===== src/rtl/liur_pkg.sv =====
// ----------------------------------------------------------------------------
// liur_pkg: shared constants and types of the uniform-grid resampler
// Widths, sample limit, register reset value and sequencer states.
// ----------------------------------------------------------------------------
package liur_pkg;

  localparam int unsigned MaxSamples = 64;
  localparam int unsigned TimeW      = 32;
  localparam int unsigned ValW       = 32;
  localparam int unsigned GridW      = TimeW + 1;
  localparam int unsigned CntW       = $clog2(MaxSamples + 1);
  localparam int unsigned SpanW      = TimeW + CntW + 1;
  localparam int unsigned DivSteps   = GridW;
  localparam int unsigned DivCntW    = $clog2(DivSteps + 1);
  localparam int unsigned ProdW      = TimeW + GridW;

  localparam logic [TimeW-1:0] StepReset = 32'd167772;

  typedef enum logic [9:0] {
    SIdle     = 10'b00_0000_0001,
    SNext     = 10'b00_0000_0010,
    SMul0     = 10'b00_0000_0100,
    SMul1     = 10'b00_0000_1000,
    SDivStart = 10'b00_0001_0000,
    SDiv      = 10'b00_0010_0000,
    SRound    = 10'b00_0100_0000,
    SEmit     = 10'b00_1000_0000,
    SSkip     = 10'b01_0000_0000,
    SDone     = 10'b10_0000_0000
  } state_e;

  typedef enum logic {
    DivLerp = 1'b0,
    DivSkip = 1'b1
  } div_mode_e;

endpackage


===== src/rtl/linear_interp_uniform_resampler.sv =====
// ----------------------------------------------------------------------------
// linear_interp_uniform_resampler: breakpoint stream to uniform-grid samples
// Linear interpolation of (time, value) breakpoints at 0, step, 2*step, ...
// ----------------------------------------------------------------------------
// The first breakpoint of a curve is only recorded and emits nothing. Each
// later breakpoint yields its samples in turn, each by a 32x33 multiply
// (SMul0, SMul1), a 33-step restoring divider shared by all samples,
// rounding and the output load; a saturating quotient skips the divider,
// and a segment of zero or negative length emits the breakpoint's value.
// When more than 64 samples fall in one segment the extra ones are dropped,
// flagged on the segment's words, and a further pass of the same divider
// places the grid at or past the breakpoint. The input is stalled while a
// breakpoint is worked on; the output word register lets the next sample
// be prepared while one waits. The user writes sample_step through the cfg
// port only while the block is idle; the block itself does not enforce it.
module linear_interp_uniform_resampler (
  input  logic                            clk_i,
  input  logic                            rst_ni,
  input  logic                            cfg_valid_i,
  output logic                            cfg_ready_o,
  input  logic        [31:0]              cfg_sample_step_i,
  input  logic                            in_valid_i,
  output logic                            in_stall_o,
  input  logic        [31:0]              point_time_i,
  input  logic signed [31:0]              point_value_i,
  input  logic                            final_point_i,
  output logic                            out_valid_o,
  input  logic                            out_stall_i,
  output logic signed [31:0]              sample_value_o,
  output logic                            run_end_o,
  output logic                            overflow_o
);

  localparam int unsigned TW = liur_pkg::TimeW;
  localparam int unsigned VW = liur_pkg::ValW;
  localparam int unsigned GW = liur_pkg::GridW;
  localparam int unsigned CW = liur_pkg::CntW;
  localparam int unsigned SW = liur_pkg::SpanW;
  localparam int unsigned DW = liur_pkg::DivCntW;
  localparam int unsigned PW = liur_pkg::ProdW;

  liur_pkg::state_e    state_q, state_d;
  liur_pkg::div_mode_e mode_q, mode_d;

  logic [TW-1:0] step_q, step_d;
  logic [TW-1:0] prev_time_q, prev_time_d;
  logic [VW-1:0] prev_value_q, prev_value_d;
  logic [GW-1:0] grid_q, grid_d;
  logic          primed_q, primed_d;
  logic [TW-1:0] t1_q, t1_d;
  logic [VW-1:0] x1_q, x1_d;
  logic          fin_q, fin_d;
  logic          ovf_q, ovf_d;
  logic [CW-1:0] cnt_q, cnt_d;
  logic [DW-1:0] div_cnt_q, div_cnt_d;
  logic [TW-1:0] a_q, a_d;
  logic          dneg_q, dneg_d;
  logic          neg_q, neg_d;
  logic [GW-1:0] b_q, b_d;
  logic [PW-1:0] prod_q, prod_d;
  logic [TW-1:0] rem_q, rem_d;
  logic [GW-1:0] num_q, num_d;
  logic [TW-1:0] den_q, den_d;
  logic          sat_q, sat_d;
  logic [VW-1:0] res_q, res_d;
  logic          out_valid_q, out_valid_d;
  logic [VW-1:0] out_value_q, out_value_d;
  logic          out_end_q, out_end_d;
  logic          out_ovf_q, out_ovf_d;

  logic          in_acc;
  logic [TW-1:0] step_eff;
  logic [TW:0]   dx;
  logic [GW:0]   dtau;
  logic [SW-1:0] span;
  logic          in_seg;
  logic          degen;
  logic [TW:0]   trial;
  logic          ge;
  logic [GW:0]   q;
  logic [GW+1:0] r;
  logic          out_free;
  logic [GW:0]   grid_nx;
  logic [2*TW-1:0] mul;

  assign cfg_ready_o = 1'b1;
  assign in_stall_o  = (state_q != liur_pkg::SIdle);
  assign in_acc      = in_valid_i && !in_stall_o;
  assign step_eff    = (step_q == '0) ? TW'(1) : step_q;

  assign dx     = {point_value_i[VW-1], point_value_i} - {prev_value_q[VW-1], prev_value_q};
  assign dtau   = {1'b0, grid_q} - {2'b00, prev_time_q};
  assign span   = SW'(grid_q) + SW'(step_eff) * SW'(liur_pkg::MaxSamples);
  assign in_seg = ({1'b0, t1_q} > grid_q) && (cnt_q < CW'(liur_pkg::MaxSamples));
  assign degen  = (t1_q <= prev_time_q);
  assign trial  = {rem_q, num_q[GW-1]};
  assign ge     = (trial >= {1'b0, den_q});
  assign q      = sat_q ? (GW+1)'({1'b1, {GW{1'b0}}})
                        : {1'b0, num_q} + (GW+1)'({rem_q, 1'b0} >= {1'b0, den_q});
  assign r      = {{3{prev_value_q[VW-1]}}, prev_value_q}
                + (neg_q ? -{1'b0, q} : {1'b0, q});
  assign out_free = !out_valid_q || !out_stall_i;
  assign grid_nx  = {1'b0, grid_q} + (GW+1)'(step_eff);
  assign mul      = a_q * b_q[TW-1:0];

  always_comb begin
    state_d      = state_q;
    mode_d       = mode_q;
    step_d       = step_q;
    prev_time_d  = prev_time_q;
    prev_value_d = prev_value_q;
    grid_d       = grid_q;
    primed_d     = primed_q;
    t1_d         = t1_q;
    x1_d         = x1_q;
    fin_d        = fin_q;
    ovf_d        = ovf_q;
    cnt_d        = cnt_q;
    div_cnt_d    = div_cnt_q;
    a_d          = a_q;
    dneg_d       = dneg_q;
    neg_d        = neg_q;
    b_d          = b_q;
    prod_d       = prod_q;
    rem_d        = rem_q;
    num_d        = num_q;
    den_d        = den_q;
    sat_d        = sat_q;
    res_d        = res_q;
    out_value_d  = out_value_q;
    out_end_d    = out_end_q;
    out_ovf_d    = out_ovf_q;
    out_valid_d  = out_valid_q && out_stall_i;

    if (cfg_valid_i && cfg_ready_o) begin
      step_d = cfg_sample_step_i;
    end

    unique case (state_q)
      liur_pkg::SIdle: begin
        if (in_acc) begin
          if (!primed_q) begin
            prev_time_d  = point_time_i;
            prev_value_d = point_value_i;
            grid_d       = '0;
            primed_d     = !final_point_i;
          end else begin
            t1_d    = point_time_i;
            x1_d    = point_value_i;
            fin_d   = final_point_i;
            dneg_d  = dx[TW];
            a_d     = dx[TW] ? TW'(-dx) : dx[TW-1:0];
            cnt_d   = '0;
            ovf_d   = span < SW'(point_time_i);
            state_d = liur_pkg::SNext;
          end
        end
      end
      liur_pkg::SNext: begin
        if (in_seg) begin
          if (degen) begin
            res_d   = x1_q;
            state_d = liur_pkg::SEmit;
          end else begin
            b_d     = dtau[GW] ? GW'(-dtau) : dtau[GW-1:0];
            neg_d   = dneg_q ^ dtau[GW];
            state_d = liur_pkg::SMul0;
          end
        end else if (ovf_q) begin
          den_d     = step_eff;
          rem_d     = '0;
          num_d     = {1'b0, t1_q - grid_q[TW-1:0]};
          div_cnt_d = DW'(liur_pkg::DivSteps);
          mode_d    = liur_pkg::DivSkip;
          state_d   = liur_pkg::SDiv;
        end else begin
          state_d = liur_pkg::SDone;
        end
      end
      liur_pkg::SMul0: begin
        prod_d  = PW'(mul);
        state_d = liur_pkg::SMul1;
      end
      liur_pkg::SMul1: begin
        prod_d  = prod_q + (b_q[GW-1] ? {1'b0, a_q, {TW{1'b0}}} : '0);
        state_d = liur_pkg::SDivStart;
      end
      liur_pkg::SDivStart: begin
        den_d     = t1_q - prev_time_q;
        sat_d     = prod_q[PW-1:GW] >= (t1_q - prev_time_q);
        rem_d     = prod_q[PW-1:GW];
        num_d     = prod_q[GW-1:0];
        div_cnt_d = DW'(liur_pkg::DivSteps);
        mode_d    = liur_pkg::DivLerp;
        state_d   = (prod_q[PW-1:GW] >= (t1_q - prev_time_q)) ? liur_pkg::SRound
                                                                : liur_pkg::SDiv;
      end
      liur_pkg::SDiv: begin
        rem_d     = ge ? TW'(trial - {1'b0, den_q}) : trial[TW-1:0];
        num_d     = {num_q[GW-2:0], ge};
        div_cnt_d = div_cnt_q - DW'(1);
        if (div_cnt_q == DW'(1)) begin
          state_d = (mode_q == liur_pkg::DivLerp) ? liur_pkg::SRound : liur_pkg::SSkip;
        end
      end
      liur_pkg::SRound: begin
        if (!r[GW+1] && (r[GW:VW-1] != '0)) begin
          res_d = {1'b0, {(VW-1){1'b1}}};
        end else if (r[GW+1] && (r[GW:VW-1] != '1)) begin
          res_d = {1'b1, {(VW-1){1'b0}}};
        end else begin
          res_d = r[VW-1:0];
        end
        state_d = liur_pkg::SEmit;
      end
      liur_pkg::SEmit: begin
        if (out_free) begin
          out_valid_d = 1'b1;
          out_value_d = res_q;
          out_ovf_d   = ovf_q;
          out_end_d   = (grid_nx >= (GW+1)'(t1_q))
                     || (cnt_q == CW'(liur_pkg::MaxSamples - 1));
          grid_d      = grid_nx[GW-1:0];
          cnt_d       = cnt_q + CW'(1);
          state_d     = liur_pkg::SNext;
        end
      end
      liur_pkg::SSkip: begin
        grid_d  = GW'({1'b0, t1_q} + ((rem_q == '0) ? '0 : {1'b0, step_eff - rem_q}));
        state_d = liur_pkg::SDone;
      end
      liur_pkg::SDone: begin
        prev_time_d  = t1_q;
        prev_value_d = x1_q;
        if (fin_q) begin
          primed_d = 1'b0;
          grid_d   = '0;
        end
        state_d = liur_pkg::SIdle;
      end
      default: begin
        state_d = liur_pkg::SIdle;
      end
    endcase
  end

  always_ff @(posedge clk_i or negedge rst_ni) begin
    if (!rst_ni) begin
      state_q      <= liur_pkg::SIdle;
      mode_q       <= liur_pkg::DivLerp;
      step_q       <= liur_pkg::StepReset;
      prev_time_q  <= '0;
      prev_value_q <= '0;
      grid_q       <= '0;
      primed_q     <= 1'b0;
      ovf_q        <= 1'b0;
      cnt_q        <= '0;
      div_cnt_q    <= '0;
      out_valid_q  <= 1'b0;
    end else begin
      state_q      <= state_d;
      mode_q       <= mode_d;
      step_q       <= step_d;
      prev_time_q  <= prev_time_d;
      prev_value_q <= prev_value_d;
      grid_q       <= grid_d;
      primed_q     <= primed_d;
      ovf_q        <= ovf_d;
      cnt_q        <= cnt_d;
      div_cnt_q    <= div_cnt_d;
      out_valid_q  <= out_valid_d;
    end
  end

  always_ff @(posedge clk_i) begin
    t1_q        <= t1_d;
    x1_q        <= x1_d;
    fin_q       <= fin_d;
    a_q         <= a_d;
    dneg_q      <= dneg_d;
    neg_q       <= neg_d;
    b_q         <= b_d;
    prod_q      <= prod_d;
    rem_q       <= rem_d;
    num_q       <= num_d;
    den_q       <= den_d;
    sat_q       <= sat_d;
    res_q       <= res_d;
    out_value_q <= out_value_d;
    out_end_q   <= out_end_d;
    out_ovf_q   <= out_ovf_d;
  end

  assign out_valid_o    = out_valid_q;
  assign sample_value_o = out_value_q;
  assign run_end_o      = out_end_q;
  assign overflow_o     = out_ovf_q;

  a_cnt_limit: assert property (@(posedge clk_i) disable iff (!rst_ni)
    cnt_q <= CW'(liur_pkg::MaxSamples))
    else $error("sample count past limit");

  a_emit_before_point: assert property (@(posedge clk_i) disable iff (!rst_ni)
    (state_q == liur_pkg::SEmit) |-> (grid_q < {1'b0, t1_q}))
    else $error("grid time not before breakpoint on emit");

  a_div_rem: assert property (@(posedge clk_i) disable iff (!rst_ni)
    (state_q == liur_pkg::SDiv) |-> (rem_q < den_q))
    else $error("divider remainder not below divisor");

  a_unprimed_grid: assert property (@(posedge clk_i) disable iff (!rst_ni)
    (state_q == liur_pkg::SIdle && !primed_q) |-> (grid_q == '0))
    else $error("grid not at zero while unprimed");

endmodule


===== config.mk =====
export PLATFORM = sky130hd
export DESIGN_NAME = linear_interp_uniform_resampler
export DESIGN_NICKNAME = d
export VERILOG_FILES = /design/src/rtl/liur_pkg.sv /design/src/rtl/linear_interp_uniform_resampler.sv
export SDC_FILE = /design/constraint.sdc
export NUM_CORES = 2
export LEC_CHECK = 0
export ABC_AREA = 1
export BUFFER_PORTS_ARGS = -buffer_cell sky130_fd_sc_hd__clkbuf_2
export CAP_MARGIN = 20
export CORE_MARGIN = 5
export CORE_UTILIZATION = 45
export DETAILED_ROUTE_END_ITERATION = 10
export MAX_ROUTING_LAYER = met4
export SLEW_MARGIN = 20
export SYNTH_ARGS = -nofsm -noshare
export SYNTH_HDL_FRONTEND = slang
export SYNTH_SLANG_ARGS = --single-unit

===== constraint.sdc =====
create_clock -name clk_i -period 8.5 [get_ports clk_i]
set_clock_uncertainty 0.15 [all_clocks]
set_input_delay 1.275 -clock clk_i [delete_from_list [all_inputs] [get_ports clk_i]]
set_output_delay 1.275 -clock clk_i [all_outputs]
set_load 0.02 [all_outputs]

; After elaboration in Yosys (flattened, before gate mapping)
; Index checks and enable logic that the tools add are counted.
[word_totals]
regBits = 517
inputBits = 102
[classes]
n_addsub = 17
multipliers = 1
n_lt_le_gt_ge = 8
n_eq_ne = 24
n_mux = 60
n_bitwise = 2
reduce_logical = 33
[op_table]
columns = cell, n
row1 = $mux W32, 16
row2 = $pmux W32 S2, 4
row3 = $mux W33, 7
row4 = $pmux W33 S4, 1
row5 = $pmux W65 S2, 1
row6 = $sub A32 B32 Y32, 4
row7 = $pmux W33 S3, 1
row8 = $pmux W32 S3, 1
row9 = $pmux W10 S9, 1
row10 = $ge A33 B32 Y1, 2
row11 = $add A65 B64 Y65, 1
row12 = $logic_not A32 Y1, 2
row13 = $mul A32 B32 Y64, 1
row14 = $mux W64, 1
row15 = $mux W10, 6
row16 = $add A33 B38 Y39, 1
row17 = $lt A39 B32 Y1, 1
row18 = $add A35 B35 Y35, 1
row19 = $mux W35, 1
row20 = $neg A34 Y35, 1
row21 = $add A33 B1 Y34, 1
row22 = $add A33 B32 Y34, 1
row23 = $ge A34 B32 Y1, 1
row24 = $mux W34, 1
row25 = other kinds (46), 87

; Longest topological paths before layout
[depth]
depth_word = 11
mapped_depth = 47
ltp_nobuf = 46

; Worst setup path before layout
; Ideal clock, no wire load.
[synth_timing]
path_type = register to register
startpoint = register a_q[17]
endpoint = register prod_q[58] (data pin)
setup_ps = 254
t_arrival_ps = 6768
required_time_ps = 8096
path_slack_ps = 1329
path_stages_with_launch = 30
cell_sequence = edfxtp_1 -> clkbuf_1 -> clkbuf_1 -> nand2_1 -> fa_1 -> inv_1 -> fa_1 -> inv_1 -> fa_1 -> inv_1 -> fa_1 -> inv_1 -> fa_1 -> inv_1 -> fa_1 -> fa_1 -> fa_1 -> ha_1 -> nand2_1 -> nor2_1 -> inv_1 -> nor4_1 -> nand4_1 -> o211ai_1 -> a21o_1 -> a21oi_1 -> nor2_1 -> nor2_1 -> nand2_1 -> nand2_1
[synth_via]
elab_chain_len = 3
word_cells_on_any_way = 4
classes_between = add/sub: 1 / mul: 1 / mux: 2
[synth_lines]
columns = element, line
row1 = "start, declared", linear_interp_uniform_resampler.sv:56  ; logic [TW-1:0] a_q, a_d;
row2 = "start signal, assigned", linear_interp_uniform_resampler.sv:279  ; a_q <= a_d;
row3 = "parallel branches: the longest is 2 deep, another holds $mul A32 B32 Y64", --
row4 = $pmux W65 S2 *, linear_interp_uniform_resampler.sv:139  ; unique case (state_q)
row5 = via prod_d[58], linear_interp_uniform_resampler.sv:60  ; logic [PW-1:0] prod_q, prod_d;
row6 = "end signal, assigned", linear_interp_uniform_resampler.sv:283  ; prod_q <= prod_d;
row7 = "end, declared", linear_interp_uniform_resampler.sv:60
; Mark *: on every way through the listed nets, which the timed path passes.
; A chain may end at the register's enable or synchronous reset.

; Worst setup path in the final report
[layout_timing]
startpoint = register a_q[1]
endpoint = register prod_q[41] (data pin)
; The elaborated chain is that of the path after synthesis.

==> impl_metrics.toml <==
[clock_network]
cts_hold_buf = 0
tritoncts.num_buffers = 72
tritoncts_num_sinks = 517
post_cts.repair.setup_buffers = 0
clk_pin_slew_ns = 0.06
cts.htree.levels = 3
clock_tree.root_cell = "clkbuf_16"
tritoncts = "done"
cts.repair.resized = 0
max-clock-path-buffers = 3
worstSkewPairLatency_ns = 0.69

[route]
routed-via-count = 73100
wire_per_inst_um = 22.8
routed_wl_um = 302000
viasPerCell = 5.52
drt_first_iter_violations = 6262
drc = 0
drtAntennaViolNets = 0
dr.pass1.iters = 9

[layout]
final_layout_size_suffix_gt1_share_pct = 5.47
nNetsFinal = 12500
layout.core_utilization_pct = 48.8
syn_to_final_growth_pct = 8.15
finish.cell_count_without_fillers = 13200

[floorplan]
io_pins = 139
chipHeight_um = 433
core_area_sq_um = 178000
die_width_um = 433
floorplan.rows = 155
starting_utilization_of_the_core_area_pct = 45.1
die-area_sq_um = 187000

[job]
drv.max_cap_violation_count = 0

[timing]
finalHoldWorstSlack_ns = 0.267
fin_setup_tns_ns = 0
final_slew_violations = 0
timing.max_slew.rel_slack_pct = 20.0
layout_worst_path_cycle_share_pct = 96.0
finalHoldViolCount = 0
finalSetupViolations = 0
final_period_minus_worst_setup_slack_ns = 8.16
grt_setup_unrepaired = "false"
highest_achievable_clock_rate_mhz = 123
worst_pin_slew_ns = 1.19

[placed_design]
gpl.final_weighted_congestion = 1.07
placement.io_buffers = 137
placed_cells_incl_taps = 13100
dp_hpwl_um = 255000

[worst_setup_path]
setup.worst_path.end_class = "flip-flop"
worst_ep_arrival_time_ns = 8.47
rrSetupSlack_ns = 0.34
critical_path_required_ns = 8.81
startpoint_type = "flip-flop"
timing_worst_setup_path_type = "reg -> reg"
worst-path-max-fanout = 13

[logic_synthesis]
count_of_flip_flops_with_a_built_in_enable_after_synthesis = 361
syn_area_sq_um = 80500
synth.yosys.seq_area_share_pct = 18.3
postSynthRegisterBits = 517
syn_area_per_cell_sq_um = 7.46
synth_warnings = 0
ys_async_sr_fraction_pct = 30.2
synthCells = 10800
synthesis.nets = 12500
postSynth.topFlopCell = "edfxtp_1"
synth.lib_cells_used.distinct = 69

[global_route]
grt_antenna_before_repair = 5
grt.overflow.total = 0
all_layer_global_routing_usage_pct = 33.0
grt_pass1_wl_um = 455000
grt_max_degree = 76
first_global_vias = 72200

[run_status]
status = "completed"

[hold_path]
min-delay-path-class = "reg -> reg"
[cell families (layout without fill, tap and decap cells)]
kind of cell / Yosys count / after routing / synth area share (%)
and+or+nand+nor: 4158 / 4158 / 20.9
buffers and inverters: 2505 / 2602 / 11.8
adders and majority gates: 1624 / 1624 / 33.7
AOI/OAI and AO/OA: 1618 / 1618 / 11.2
DFF: 517 / 517 / 18.3
xor gates and xnor gates: 307 / 307 / 3.34
muxes: 51 / 51 / 0.676
other: 1 / 9 / 0.00466
[worst paths after layout]
check	from	end	cells after the start
setup reg to reg	a_q[1]	prod_q[41]	27
setup / recovery	a_q[1]	prod_q[41]	27
min in group asynchronous	rst_ni	grid_q[29]	1
max in group asynchronous	rst_ni	prev_value_q[30]	2
hold reg to reg	res_q[6]	sample_value_o[6]	0
hold / removal	res_q[6]	sample_value_o[6]	0
[placed cells by master (no fill, tap or decap), drive strengths merged, types with 5 or more instances in the layout]
master      n
a21o       47
a2111oi     5
edfxtp    361
xor2      194
nand3     285
clkbuf    226
dfrtp     145
a211oi      8
nor2      759
or2        23
nor3      101
and2        8
inv      2138
o31ai      13
nand4      86
a31oi      69
nor4       52
a22oi      38
fa        907
o211ai     45
nand2    2824
o21a       33
a21oi     699
ha        717
o221ai      9
mux2i      24
bufinv      7
o22ai       7
clkinv     32
xnor2     113
diode       8
mux2       27
nand3b     15
a21boi     27
o21bai     34
dfstp      11
buf       197
o21ai     547
a221oi     18
[through the flow]
stage	setup slack, ns	cell area (sq um)
final	0.338	87000
after global routing	0.0182	87000
after CTS	0.456	86900
after detailed placement	0.490	84500
after global placement	0.395	84500
after floorplan	1.33	80500
[per-layer routing]
layer	up-vias	GRT usage, %	wire [um]
met5	-	-	0
met4	0	11.1	12600
met3	472	4.22	20100
met2	2696	52.0	138000
met1	36000	44.2	132000
li1	33900	-	-
[registers in the layout, indices dropped and copies added, names as in the netlist, 33 cells and up]
signal and count:
num_q 33, b_q 33, prod_q 65, grid_q 33
[cell usage after synthesis (17+ instances only)]
cell type	count	area [sq um]
a21boi_0	25	188
a21o_1	47	353
a21oi_1	695	3480
a221oi_1	17	149
a22oi_1	38	285
a31oi_1	69	432
clkbuf_1	332	1250
dfrtp_1	145	3630
edfxtp_1	361	10800
fa_1	907	18200
ha_1	717	8970
inv_1	2123	7970
mux2_2	27	304
mux2i_1	24	240
nand2_1	2810	10500
nand3_1	274	1370
nand4_1	85	532
nor2_1	742	2790
nor3_1	98	490
nor4_1	51	319
o211ai_1	45	338
o21a_1	33	248
o21ai_0	535	2680
o21bai_1	34	255
or2_2	22	138
xnor2_1	113	990
xor2_1	194	1700
[critical path, cell delays in order (launching register included)]
cell      delay, ns
edfxtp_1       1.00
buf_4          0.40
nand2_1        0.12
fa_1           0.42
inv_1          0.09
fa_1           0.39
inv_1          0.10
fa_1           0.43
inv_1          0.09
fa_1           0.40
ha_1           0.30
ha_1           0.27
inv_1          0.05
fa_1           0.54
inv_1          0.06
fa_1           0.54
ha_1           0.40
nand2_1        0.11
o21ai_0        0.18
a21o_1         0.17
nand2_1        0.09
nand2_1        0.11
nand2_1        0.10
a21oi_1        0.34
a21oi_1        0.30
o21bai_1       0.32
o21ai_0        0.12
o21ai_0        0.34
[area by class of cell]
class | count | area, sq um
fill | 18000 | 91200
multi-input combinational | 7759 | 56300
sequential | 517 | 14800
inverter | 2139 | 8030
tap | 2355 | 2950
timing repair buffer | 333 | 2570
clock buffer | 90 | 1940
clock inverter | 40 | 453
antenna | 8 | 20.0
Power is left out: the tool's default activity adds up to more than one toggle a clock period on the data nets, which glitch-free logic cannot reach.
